<file path="src/sv/sfs_pkg.sv">
`default_nettype none

package sfs_pkg;

   // field and register widths
   localparam int KIND_W     = 2;
   localparam int ELAPSED_W  = 16;
   localparam int COUNT_W    = 9;
   localparam int PERIOD_W   = 24;
   localparam int MODE_W     = 2;
   localparam int COORD_W    = 20;
   localparam int SIZE_W     = 16;
   localparam int INDEX_W    = 8;
   localparam int ACC_W      = 25;
   localparam int DIR_W      = 2;
   localparam int PROD_W     = INDEX_W + SIZE_W;

   localparam int CSR_ADDR_W = 3;
   localparam int CSR_DATA_W = 24;
   localparam int REQ_DATA_W = 16;
   localparam int RSP_DATA_W = 56;

   // default frame count cap
   localparam int MAX_FRAMES = 256;

   // shared divider
   localparam int DIV_W     = 9;
   localparam int DIV_CNT_W = $clog2(DIV_W);

   // request kinds
   localparam logic [KIND_W-1:0] KIND_TICK = 2'd0;
   localparam logic [KIND_W-1:0] KIND_PLAY = 2'd1;
   localparam logic [KIND_W-1:0] KIND_STOP = 2'd2;

   // bounce direction codes
   localparam logic [DIR_W-1:0] DIR_NONE = 2'd0;
   localparam logic [DIR_W-1:0] DIR_FWD  = 2'd1;
   localparam logic [DIR_W-1:0] DIR_REV  = 2'd2;

   // register indexes
   localparam logic [CSR_ADDR_W-1:0] REG_TOTAL_FRAMES   = 3'd0;
   localparam logic [CSR_ADDR_W-1:0] REG_FRAMES_PER_ROW = 3'd1;
   localparam logic [CSR_ADDR_W-1:0] REG_FRAME_PERIOD   = 3'd2;
   localparam logic [CSR_ADDR_W-1:0] REG_PLAY_MODE      = 3'd3;
   localparam logic [CSR_ADDR_W-1:0] REG_ORIGIN_X       = 3'd4;
   localparam logic [CSR_ADDR_W-1:0] REG_ORIGIN_Y       = 3'd5;
   localparam logic [CSR_ADDR_W-1:0] REG_FRAME_WIDTH    = 3'd6;
   localparam logic [CSR_ADDR_W-1:0] REG_FRAME_HEIGHT   = 3'd7;

   // controller to datapath
   typedef struct packed {
      logic load;
      logic eval;
      logic div_start;
      logic div_pos;
      logic fix;
      logic mul;
      logic write;
   } ctl_cmd_type;

   // datapath to controller
   typedef struct packed {
      logic mod_needed;
      logic div_done;
      logic out_free;
   } ctl_sts_type;

endpackage

`default_nettype wire

</file>
<file path="src/sv/sprite_frame_sequencer.sv">
`default_nettype none

// Sprite-sheet frame sequencer. Each request word is a tick (elapsed microseconds are
// added to a saturating 25-bit accumulator, and once it reaches frame_period one period
// is taken off and the frame steps), a play (restart at frame 0, ignored while running
// or when the period is zero) or a stop; every request yields exactly one response word
// with the frame index and its sheet position, origin plus column times width and row
// times height, saturated to 20 bits with 4 fractional bits. Playback is once, loop or
// ping-pong; ping-pong is chosen at play time and only for more than two frames.
// The user must write registers through the csr port only while no request is in flight;
// the block itself does not enforce this. One request is handled at a time: a word that
// steps the frame, unless it steps back below frame 0, first uses the shared restoring
// divider to wrap the stepped index into the frame count, and every word then uses it to
// split the index into row and column. A finished response waits in an output register
// while the next request is accepted.
module sprite_frame_sequencer #(
   parameter int MAX_FRAMES = sfs_pkg::MAX_FRAMES
) (
   input  wire logic                              clock,
   input  wire logic                              reset,

   // request stream
   input  wire logic                              req_tvalid,
   output logic                                   req_tready,
   input  wire logic [sfs_pkg::REQ_DATA_W-1:0]    req_tdata,  // [15:0] elapsed_us
   input  wire logic [sfs_pkg::KIND_W-1:0]        req_tuser,  // [1:0] kind

   // response stream
   output logic                                   rsp_tvalid,
   input  wire logic                              rsp_tready,
   // [0] play_started, [1] animating, [2] frame_changed, [10:3] frame_index,
   // [30:11] frame_x, [50:31] frame_y, [55:51] zero
   output logic      [sfs_pkg::RSP_DATA_W-1:0]    rsp_tdata,

   // register writes
   input  wire logic                              csr_we,
   input  wire logic [sfs_pkg::CSR_ADDR_W-1:0]    csr_addr,
   input  wire logic [sfs_pkg::CSR_DATA_W-1:0]    csr_wdata
);

   sfs_pkg::ctl_cmd_type cmd;
   sfs_pkg::ctl_sts_type sts;

   // sequencing of one word through evaluate, wrap, position and write
   sfs_ctrl u_ctrl (
      .clock      (clock),
      .reset      (reset),
      .req_tvalid (req_tvalid),
      .req_tready (req_tready),
      .sts        (sts),
      .cmd        (cmd)
   );

   // animation state, registers, divider, multipliers and output word
   sfs_dp #(
      .MAX_FRAMES (MAX_FRAMES)
   ) u_dp (
      .clock      (clock),
      .reset      (reset),
      .cmd        (cmd),
      .sts        (sts),
      .req_tdata  (req_tdata),
      .req_tuser  (req_tuser),
      .csr_we     (csr_we),
      .csr_addr   (csr_addr),
      .csr_wdata  (csr_wdata),
      .rsp_tvalid (rsp_tvalid),
      .rsp_tready (rsp_tready),
      .rsp_tdata  (rsp_tdata)
   );

endmodule

`default_nettype wire

</file>
<file path="src/sv/sfs_div.sv">
`default_nettype none

// restoring divider, one quotient bit per cycle
module sfs_div (
   input  wire logic                      clock,
   input  wire logic                      reset,
   input  wire logic                      start,
   input  wire logic [sfs_pkg::DIV_W-1:0] dividend,
   input  wire logic [sfs_pkg::DIV_W-1:0] divisor,
   output logic      [sfs_pkg::DIV_W-1:0] quotient,
   output logic      [sfs_pkg::DIV_W-1:0] remainder,
   output logic                           done
);

   localparam int W = sfs_pkg::DIV_W;
   localparam int CW = sfs_pkg::DIV_CNT_W;
   localparam logic [CW-1:0] LAST = CW'(W - 1);

   logic          busy_ff;
   logic          done_ff;
   logic [CW-1:0] cnt_ff;
   logic [W-1:0]  quo_ff;
   logic [W-1:0]  rem_ff;
   logic [W-1:0]  dsr_ff;

   logic [W:0]    trial;
   logic [W:0]    diff;
   logic          fits;
   logic [W-1:0]  rem_in;

   assign trial  = {rem_ff, quo_ff[W-1]};
   assign diff   = trial - {1'b0, dsr_ff};
   assign fits   = trial >= {1'b0, dsr_ff};
   assign rem_in = fits ? diff[W-1:0] : trial[W-1:0];

   always_ff @(posedge clock) begin
      if (reset) begin
         busy_ff <= 1'b0;
         done_ff <= 1'b0;
         cnt_ff  <= '0;
      end else begin
         done_ff <= busy_ff && (cnt_ff == LAST);
         if (start) begin
            busy_ff <= 1'b1;
            cnt_ff  <= '0;
         end else if (busy_ff) begin
            cnt_ff <= cnt_ff + 1'b1;
            if (cnt_ff == LAST) begin
               busy_ff <= 1'b0;
            end
         end
      end
   end

   always_ff @(posedge clock) begin
      if (start) begin
         quo_ff <= dividend;
         rem_ff <= '0;
         dsr_ff <= divisor;
      end else if (busy_ff) begin
         quo_ff <= {quo_ff[W-2:0], fits};
         rem_ff <= rem_in;
      end
   end

   assign quotient  = quo_ff;
   assign remainder = rem_ff;
   assign done      = done_ff;

endmodule

`default_nettype wire

</file>
<file path="src/sv/sfs_dp.sv">
`default_nettype none

module sfs_dp #(
   parameter int MAX_FRAMES = sfs_pkg::MAX_FRAMES
) (
   input  wire logic                              clock,
   input  wire logic                              reset,
   input  wire sfs_pkg::ctl_cmd_type              cmd,
   output sfs_pkg::ctl_sts_type                   sts,
   input  wire logic [sfs_pkg::REQ_DATA_W-1:0]    req_tdata,
   input  wire logic [sfs_pkg::KIND_W-1:0]        req_tuser,
   input  wire logic                              csr_we,
   input  wire logic [sfs_pkg::CSR_ADDR_W-1:0]    csr_addr,
   input  wire logic [sfs_pkg::CSR_DATA_W-1:0]    csr_wdata,
   output logic                                   rsp_tvalid,
   input  wire logic                              rsp_tready,
   output logic      [sfs_pkg::RSP_DATA_W-1:0]    rsp_tdata
);

   localparam int CNT_W = sfs_pkg::COUNT_W;
   localparam int IDX_W = sfs_pkg::INDEX_W;
   localparam int ACC_W = sfs_pkg::ACC_W;
   localparam int CRD_W = sfs_pkg::COORD_W;
   localparam int PRD_W = sfs_pkg::PROD_W;

   // frame count cap, also limited by the 8-bit frame index
   localparam int CAP_INT = (MAX_FRAMES < 256) ? MAX_FRAMES : 256;
   localparam logic [CNT_W-1:0] FRAME_CAP = CNT_W'(CAP_INT);

   // configuration registers
   logic [CNT_W-1:0]              total_ff;
   logic [CNT_W-1:0]              per_row_ff;
   logic [sfs_pkg::PERIOD_W-1:0]  period_ff;
   logic [sfs_pkg::MODE_W-1:0]    mode_ff;
   logic [CRD_W-1:0]              origin_x_ff;
   logic [CRD_W-1:0]              origin_y_ff;
   logic [sfs_pkg::SIZE_W-1:0]    width_ff;
   logic [sfs_pkg::SIZE_W-1:0]    height_ff;

   // animation state
   logic                          running_ff, running_in;
   logic [IDX_W-1:0]              cur_ff, cur_in;
   logic [ACC_W-1:0]              acc_ff, acc_in;
   logic [sfs_pkg::DIR_W-1:0]     dir_ff, dir_in;

   // per-word working registers
   logic [sfs_pkg::KIND_W-1:0]    kind_ff;
   logic [sfs_pkg::ELAPSED_W-1:0] elapsed_ff;
   logic                          started_ff, started_in;
   logic                          changed_ff, changed_in;
   logic                          adv_ff, adv_in;
   logic                          neg_ff, neg_in;
   logic [CNT_W-1:0]              mod_arg_ff, mod_arg_in;
   logic [PRD_W-1:0]              prod_x_ff;
   logic [PRD_W-1:0]              prod_y_ff;

   // result register
   logic                          rsp_valid_ff;
   logic                          rsp_started_ff;
   logic                          rsp_anim_ff;
   logic                          rsp_changed_ff;
   logic [IDX_W-1:0]              rsp_index_ff;
   logic [CRD_W-1:0]              rsp_x_ff;
   logic [CRD_W-1:0]              rsp_y_ff;

   logic [CNT_W-1:0]              n_eff;
   logic [CNT_W-1:0]              per_eff;
   logic                          looping;
   logic [ACC_W:0]                acc_sum;
   logic [ACC_W-1:0]              acc_sat;
   logic [ACC_W-1:0]              acc_sub;
   logic                          acc_adv;
   logic signed [CNT_W:0]         fix_f;
   logic [sfs_pkg::DIR_W-1:0]     fix_dir;
   logic                          fix_stop;
   logic [CRD_W:0]                sum_x;
   logic [CRD_W:0]                sum_y;
   logic [CRD_W-1:0]              sat_x;
   logic [CRD_W-1:0]              sat_y;

   logic [CNT_W-1:0]              div_dividend;
   logic [CNT_W-1:0]              div_divisor;
   logic [CNT_W-1:0]              div_quo;
   logic [CNT_W-1:0]              div_rem;
   logic                          div_done;

   // frame count: zero counts as one, capped
   assign n_eff   = (total_ff == '0) ? CNT_W'(1) :
                    (total_ff > FRAME_CAP) ? FRAME_CAP : total_ff;
   assign per_eff = (per_row_ff == '0) ? CNT_W'(1) : per_row_ff;
   assign looping = mode_ff[0];

   // saturating accumulate and compare against the period
   assign acc_sum = {1'b0, acc_ff} + {(ACC_W + 1 - sfs_pkg::ELAPSED_W)'(0), elapsed_ff};
   assign acc_sat = acc_sum[ACC_W] ? '1 : acc_sum[ACC_W-1:0];
   assign acc_adv = acc_sat >= {1'b0, period_ff};
   assign acc_sub = acc_sat - {1'b0, period_ff};

   assign div_dividend = cmd.div_pos ? {1'b0, cur_ff} : mod_arg_ff;
   assign div_divisor  = cmd.div_pos ? per_eff : n_eff;

   sfs_div u_div (
      .clock     (clock),
      .reset     (reset),
      .start     (cmd.div_start),
      .dividend  (div_dividend),
      .divisor   (div_divisor),
      .quotient  (div_quo),
      .remainder (div_rem),
      .done      (div_done)
   );

   // wrap handling once the stepped index is known
   always_comb begin
      fix_dir  = dir_ff;
      fix_stop = 1'b0;
      fix_f    = neg_ff ? -(CNT_W + 1)'(1) : $signed({2'b00, div_rem[IDX_W-1:0]});
      if (fix_f == '0) begin
         if (dir_ff == sfs_pkg::DIR_FWD) begin
            // end of forward half: turn around at the second-to-last frame
            fix_dir = sfs_pkg::DIR_REV;
            fix_f   = $signed({1'b0, n_eff}) - (CNT_W + 1)'(2);
         end else if (dir_ff == sfs_pkg::DIR_NONE && !looping) begin
            fix_stop = 1'b1;
         end
      end
      if (!fix_stop && fix_f == -(CNT_W + 1)'(1)) begin
         if (!looping) begin
            fix_stop = 1'b1;
            fix_f    = '0;
         end else begin
            fix_f   = (CNT_W + 1)'(1);
            fix_dir = sfs_pkg::DIR_FWD;
         end
      end
   end

   always_comb begin
      running_in = running_ff;
      cur_in     = cur_ff;
      acc_in     = acc_ff;
      dir_in     = dir_ff;
      started_in = started_ff;
      changed_in = changed_ff;
      adv_in     = adv_ff;
      neg_in     = neg_ff;
      mod_arg_in = mod_arg_ff;
      if (cmd.eval) begin
         started_in = 1'b0;
         changed_in = 1'b0;
         adv_in     = 1'b0;
         neg_in     = 1'b0;
         mod_arg_in = (dir_ff == sfs_pkg::DIR_REV) ? ({1'b0, cur_ff} - CNT_W'(1)) :
                                                     ({1'b0, cur_ff} + CNT_W'(1));
         unique case (kind_ff)
            sfs_pkg::KIND_PLAY: begin
               if (!running_ff && period_ff != '0) begin
                  running_in = 1'b1;
                  cur_in     = '0;
                  acc_in     = '0;
                  dir_in     = (mode_ff[1] && n_eff > CNT_W'(2)) ? sfs_pkg::DIR_FWD :
                                                                   sfs_pkg::DIR_NONE;
                  started_in = 1'b1;
                  changed_in = 1'b1;
               end
            end
            sfs_pkg::KIND_STOP: begin
               running_in = 1'b0;
            end
            sfs_pkg::KIND_TICK: begin
               if (running_ff) begin
                  acc_in = acc_adv ? acc_sub : acc_sat;
                  adv_in = acc_adv;
                  neg_in = acc_adv && dir_ff == sfs_pkg::DIR_REV && cur_ff == '0;
               end
            end
            default: begin
            end
         endcase
      end
      if (cmd.fix && adv_ff) begin
         cur_in = fix_f[IDX_W-1:0];
         dir_in = fix_dir;
         if (fix_stop) begin
            running_in = 1'b0;
         end else begin
            changed_in = 1'b1;
         end
      end
   end

   always_ff @(posedge clock) begin
      if (reset) begin
         running_ff <= 1'b0;
         cur_ff     <= '0;
         acc_ff     <= '0;
         dir_ff     <= sfs_pkg::DIR_NONE;
      end else begin
         running_ff <= running_in;
         cur_ff     <= cur_in;
         acc_ff     <= acc_in;
         dir_ff     <= dir_in;
      end
   end

   always_ff @(posedge clock) begin
      if (reset) begin
         total_ff    <= CNT_W'(1);
         per_row_ff  <= CNT_W'(1);
         period_ff   <= sfs_pkg::PERIOD_W'(16667);
         mode_ff     <= '0;
         origin_x_ff <= '0;
         origin_y_ff <= '0;
         width_ff    <= sfs_pkg::SIZE_W'(256);
         height_ff   <= sfs_pkg::SIZE_W'(256);
      end else if (csr_we) begin
         unique case (csr_addr)
            sfs_pkg::REG_TOTAL_FRAMES:   total_ff    <= csr_wdata[CNT_W-1:0];
            sfs_pkg::REG_FRAMES_PER_ROW: per_row_ff  <= csr_wdata[CNT_W-1:0];
            sfs_pkg::REG_FRAME_PERIOD:   period_ff   <= csr_wdata[sfs_pkg::PERIOD_W-1:0];
            sfs_pkg::REG_PLAY_MODE:      mode_ff     <= csr_wdata[sfs_pkg::MODE_W-1:0];
            sfs_pkg::REG_ORIGIN_X:       origin_x_ff <= csr_wdata[CRD_W-1:0];
            sfs_pkg::REG_ORIGIN_Y:       origin_y_ff <= csr_wdata[CRD_W-1:0];
            sfs_pkg::REG_FRAME_WIDTH:    width_ff    <= csr_wdata[sfs_pkg::SIZE_W-1:0];
            sfs_pkg::REG_FRAME_HEIGHT:   height_ff   <= csr_wdata[sfs_pkg::SIZE_W-1:0];
         endcase
      end
   end

   always_ff @(posedge clock) begin
      started_ff <= started_in;
      changed_ff <= changed_in;
      adv_ff     <= adv_in;
      neg_ff     <= neg_in;
      mod_arg_ff <= mod_arg_in;
      if (cmd.load) begin
         kind_ff    <= req_tuser;
         elapsed_ff <= req_tdata[sfs_pkg::ELAPSED_W-1:0];
      end
      // column times width, row times height
      if (cmd.mul) begin
         prod_x_ff <= PRD_W'(div_rem[IDX_W-1:0]) * PRD_W'(width_ff);
         prod_y_ff <= PRD_W'(div_quo[IDX_W-1:0]) * PRD_W'(height_ff);
      end
   end

   // saturating position
   assign sum_x = {1'b0, origin_x_ff} + (CRD_W + 1)'(prod_x_ff);
   assign sum_y = {1'b0, origin_y_ff} + (CRD_W + 1)'(prod_y_ff);
   assign sat_x = (sum_x[CRD_W] || prod_x_ff[PRD_W-1:CRD_W] != '0) ? '1 : sum_x[CRD_W-1:0];
   assign sat_y = (sum_y[CRD_W] || prod_y_ff[PRD_W-1:CRD_W] != '0) ? '1 : sum_y[CRD_W-1:0];

   always_ff @(posedge clock) begin
      if (reset) begin
         rsp_valid_ff <= 1'b0;
      end else if (cmd.write) begin
         rsp_valid_ff <= 1'b1;
      end else if (rsp_tready) begin
         rsp_valid_ff <= 1'b0;
      end
   end

   always_ff @(posedge clock) begin
      if (cmd.write) begin
         rsp_started_ff <= started_ff;
         rsp_anim_ff    <= running_ff;
         rsp_changed_ff <= changed_ff;
         rsp_index_ff   <= cur_ff;
         rsp_x_ff       <= sat_x;
         rsp_y_ff       <= sat_y;
      end
   end

   assign rsp_tvalid = rsp_valid_ff;
   assign rsp_tdata  = {(sfs_pkg::RSP_DATA_W - 2 * CRD_W - IDX_W - 3)'(0),
                        rsp_y_ff, rsp_x_ff, rsp_index_ff,
                        rsp_changed_ff, rsp_anim_ff, rsp_started_ff};

   assign sts.mod_needed = adv_ff && !neg_ff;
   assign sts.div_done   = div_done;
   assign sts.out_free   = !rsp_valid_ff || rsp_tready;

   // a result is only written into a free or draining output register
   a_write_free: assert property (@(posedge clock) disable iff (reset)
      cmd.write |-> (!rsp_valid_ff || rsp_tready))
      else $error("result written over a pending word");

   a_write_shows: assert property (@(posedge clock) disable iff (reset)
      cmd.write |=> rsp_valid_ff)
      else $error("written result not presented");

   // a started animation reports frame zero, running and changed
   a_start_frame: assert property (@(posedge clock) disable iff (reset)
      (rsp_valid_ff && rsp_started_ff) |->
         (rsp_anim_ff && rsp_changed_ff && rsp_index_ff == '0))
      else $error("play start result inconsistent");

   // stepped index from the divider lies inside the frame count
   a_step_range: assert property (@(posedge clock) disable iff (reset)
      (cmd.fix && adv_ff && !neg_ff) |-> (div_rem < n_eff))
      else $error("stepped frame index out of range");

endmodule

`default_nettype wire

</file>
<file path="src/sv/sfs_ctrl.sv">
`default_nettype none

module sfs_ctrl (
   input  wire logic                 clock,
   input  wire logic                 reset,
   input  wire logic                 req_tvalid,
   output logic                      req_tready,
   input  wire sfs_pkg::ctl_sts_type sts,
   output sfs_pkg::ctl_cmd_type      cmd
);

   typedef enum logic [8:0] {
      ST_IDLE     = 9'b000000001,
      ST_EVAL     = 9'b000000010,
      ST_MOD_GO   = 9'b000000100,
      ST_MOD_WAIT = 9'b000001000,
      ST_FIX      = 9'b000010000,
      ST_POS_GO   = 9'b000100000,
      ST_POS_WAIT = 9'b001000000,
      ST_MUL      = 9'b010000000,
      ST_WRITE    = 9'b100000000
   } state_type;

   state_type state_ff, state_in;

   always_comb begin
      state_in   = state_ff;
      cmd        = '0;
      req_tready = 1'b0;
      unique case (state_ff)
         ST_IDLE: begin
            req_tready = 1'b1;
            if (req_tvalid) begin
               cmd.load = 1'b1;
               state_in = ST_EVAL;
            end
         end
         ST_EVAL: begin
            cmd.eval = 1'b1;
            state_in = ST_MOD_GO;
         end
         // wrap the stepped index into the frame count when a step happened that does not go below frame zero
         ST_MOD_GO: begin
            if (sts.mod_needed) begin
               cmd.div_start = 1'b1;
               state_in      = ST_MOD_WAIT;
            end else begin
               state_in = ST_FIX;
            end
         end
         ST_MOD_WAIT: begin
            if (sts.div_done) begin
               state_in = ST_FIX;
            end
         end
         ST_FIX: begin
            cmd.fix  = 1'b1;
            state_in = ST_POS_GO;
         end
         // row and column of the current frame
         ST_POS_GO: begin
            cmd.div_start = 1'b1;
            cmd.div_pos   = 1'b1;
            state_in      = ST_POS_WAIT;
         end
         ST_POS_WAIT: begin
            if (sts.div_done) begin
               state_in = ST_MUL;
            end
         end
         ST_MUL: begin
            cmd.mul  = 1'b1;
            state_in = ST_WRITE;
         end
         ST_WRITE: begin
            if (sts.out_free) begin
               cmd.write = 1'b1;
               state_in  = ST_IDLE;
            end
         end
         default: begin
            state_in = ST_IDLE;
         end
      endcase
   end

   always_ff @(posedge clock) begin
      if (reset) begin
         state_ff <= ST_IDLE;
      end else begin
         state_ff <= state_in;
      end
   end

endmodule

`default_nettype wire
</file>
<file path="config.mk">
export PLATFORM = sky130hd
export DESIGN_NAME = sprite_frame_sequencer
export DESIGN_NICKNAME = d
export VERILOG_FILES = /design/src/sv/sfs_pkg.sv /design/src/sv/sprite_frame_sequencer.sv /design/src/sv/sfs_div.sv /design/src/sv/sfs_dp.sv /design/src/sv/sfs_ctrl.sv
export SDC_FILE = /design/constraint.sdc
export NUM_CORES = 1
export LEC_CHECK = 0
export ABC_AREA = 1
export BUFFER_PORTS_ARGS = -buffer_cell sky130_fd_sc_hd__clkbuf_2
export CAP_MARGIN = 15
export CORE_MARGIN = 1.5
export CORE_UTILIZATION = 45
export CTS_BUF_LIST = sky130_fd_sc_hd__clkbuf_4 sky130_fd_sc_hd__clkbuf_8 sky130_fd_sc_hd__clkbuf_16
export DETAILED_ROUTE_END_ITERATION = 12
export GPL_ROUTABILITY_DRIVEN = 0
export SKIP_LAST_GASP = 1
export SLEW_MARGIN = 40
export SYNTH_ARGS = -nofsm -noshare
export SYNTH_HDL_FRONTEND = slang
export SYNTH_SLANG_ARGS = --single-unit
</file>
<file path="constraint.sdc">
create_clock -name clock -period 11.6 [get_ports clock]
set_clock_uncertainty 0.15 [all_clocks]
set_input_delay 2.32 -clock clock [delete_from_list [all_inputs] [get_ports clock]]
set_output_delay 2.32 -clock clock [all_outputs]
set_load 0.01 [all_outputs]
</file>
==> metrics.yaml <==
drcViolationCount: 0
grt_usage_pct: 23.0
met3_wirelength_um: 3210
ctsLongestPathBuffers: 3
avgViaCountPerCell: 5.04
firstDrtPassIters: 5
first_global_vias: 20951
tritoncts: "done"
utilization_pct: 49.6
synth_warnings: 0
cts_resized: 0
async_flop_share_pct: 0
peakVddDrop_mv: 0.0948
instances_no_fill: 4283
drt-initial-drc-count: 1267
grt_pass1_wl_um: 110000
clk_latency_ps: 570
dp.cells: 4211
synth_top_area_cell: "edfxtp_1"
dp_slack_ps: 6380
rows: 88
rr_endpoint: "u_dp.prod_x_ff[20]"
synth_edf_count: 147
final-hold-violation-count: 0
fin_crit_sh_pct: 45.4
fillers: 5802
hold_end: "u_dp.rsp_started_ff"
avgSynthCellArea_um2: 7.59
cp-start-kind: "register"
die_area_um2: 59900
postCtsHoldBufs: 0
cts_buffers: 39
wirelength_met1_um: 30600
max_freq_mhz: 190
antenna_found_initial: 4
power.density_nw_per_um2: 125
antenna_left: 0
ff_latch_area_um2: 7980
synth.most_common_cell: "nand2_1"
critPathMaxFanout: 20
setup-tns-final_ps: 0
synth_area_um2: 26300
wl_met2_um: 32000
ios: 108
finalCriticalPeriod_ps: 5270
cts.clk_slew.worst_paths_ps: 60
crit_type: "reg -> reg"
yosysSeqAreaShare_pct: 30.4
clock_sinks: 325
start_util_pct: 45.5
synth.top_cell.area_share_pct: 16.8
routed.top_layer: "met5"
post_cts_buffers: 0
cts_max_level: 2
postSynthCellCount: 3461
slew_violations: 0
synth_cell_types: 56
wl_um: 67500
core-area_um2: 57700
post_drt_wl_per_cell_um: 15.8
synthTopCellsByCount: "nand2_1 (783), inv_1 (631), nor2_1 (337)"
r2r_setup_slack_ps: 6330
worstSetupEndpointType: "register"
min-delay-start: "u_dp.started_ff"
port-buffer-count: 102
ys.flop_type: "dfxtp_1"
via_count: 21598
hold_depth: 0
arrival_ps: 5430
hold_class: "reg -> reg"
grt_max_degree: 120
rsz0062_at_grt: "no"
reg2reg_depth: 18
setup_ws_ps: 6330
power.total_mw: 3.59
die_h_um: 245
grt_overflow: 0
die_width_um: 245
setup_viol: 0
syn_to_final_growth_pct: 9.01
ys_top_cells_by_area: "edfxtp_1 (17%), dfxtp_1 (14%), fa_1 (13%)"
required_ps: 11760
hpwlAfterDp_um: 52200
tightest_slew_ps: 847
multi_input_area_um2: 15300
drive_gt1_share_pct: 6.82
p_leak_nw: 14.8
cts-root-buf: "clkbuf_16"
num_antenna_cells: 0
maxCapViolCount: 0
r2r-start: "u_dp.u_div.remainder[2]"
outcome: "finished clean"
synth_seq_cells: 325
max_slew_margin_pct: 43.3
final_net_count: 3901
## worst max-delay path: stages, from the launching register on
cell and delay, ps:
dfxtp_1 870, nand2_1 180, fa_1 480, fa_1 490, inv_1 50, fa_1 520
inv_1 50, fa_1 470, inv_1 40, ha_1 320, a21oi_1 180, o21ai_0 130
a21oi_1 270, inv_1 70, a21oi_1 280, o21ai_0 180, nand3_1 90, nand2_1 60
xor2_1 140
## registers in the layout (all words and copies together) (netlist names), 16 cells and up
name,flops
u_dp.height_ff,16
u_dp.elapsed_ff,16
u_dp.rsp_y_ff,20
u_dp.prod_x_ff,24
u_dp.acc_ff,25
u_dp.rsp_x_ff,20
u_dp.width_ff,16
u_dp.period_ff,24
u_dp.origin_y_ff,20
u_dp.prod_y_ff,24
u_dp.origin_x_ff,20
## worst max-delay path by stage
stage | slack, ps | start | end | depth (start not counted)
CTS | 6370 | u_dp.u_div.remainder[6] | u_dp.prod_x_ff[20] | 18
detailed placement | 6380 | u_dp.u_div.remainder[6] | u_dp.prod_x_ff[20] | 18
floorplan | 6480 | rsp_tready | u_dp.rsp_anim_ff | 2
global route | 6020 | u_dp.u_div.remainder[2] | u_dp.prod_x_ff[20] | 18
global placement | 6420 | u_dp.u_div.remainder[2] | u_dp.prod_x_ff[20] | 18
finish | 6330 | u_dp.u_div.remainder[2] | u_dp.prod_x_ff[20] | 18
## per-layer routing
| layer | vias to the layer above | track usage, % |
|---|---|---|
| li1 | 10950 | - |
| met1 | 10121 | 30.3 |
| met2 | 423 | 38.8 |
| met3 | 102 | 3.32 |
| met4 | 2 | 7.15 |
| met5 | - | 0 |
## layout make-up
class                   count  share of cell area, %
repair buffers            115                   2.21
inverters                 639                   8.38
clock inverters            12                  0.232
clock buffers              59                   4.41
flip-flops and latches    325                   27.9
multi-input cells        2368                   53.6
well taps                 765                   3.34
## cells by family after synthesis
kind of cell / count (synthesis) / share of synthesized area [%]
fa+ha+maj: 363 / 22.3
other cells: 1 / 0.0143
flops: 325 / 30.4
buf+inv: 772 / 11.4
xor+xnor: 110 / 3.67
simple gates: 1411 / 22.4
compound gates: 479 / 9.92
## where the power goes
| group | internal, mW | switching, mW | total (mW) |
|---|---|---|---|
| clock network | 0.755 | 0.497 | 1.25 |
| logic | 0.353 | 0.644 | 0.997 |
| registers | 1.28 | 0.0636 | 1.34 |
## metrics by stage
stage               hold WS (ps)  instance area (um2)
floorplan                    250                26300
global placement             257                27300
detailed placement           255                27300
CTS                          272                28600
global route                 278                28600
finish                       270                28600
## placed cells by master, fill, tap and decap left out, types with 11 or more instances in the layout
cell,count
o211ai_1,19
xnor2_1,44
nor4_1,11
nand4_1,31
a21oi_1,209
clkbuf_2,102
xor2_1,66
ha_1,189
buf_4,11
a21o_1,13
edfxtp_1,147
nand3_1,155
o21ai_0,193
nor2_1,332
inv_1,630
nand2_1,783
dfxtp_1,177
clkbuf_16,45
fa_1,174
nor3_1,45
Note: power is estimated with default switching activity, not from simulation.
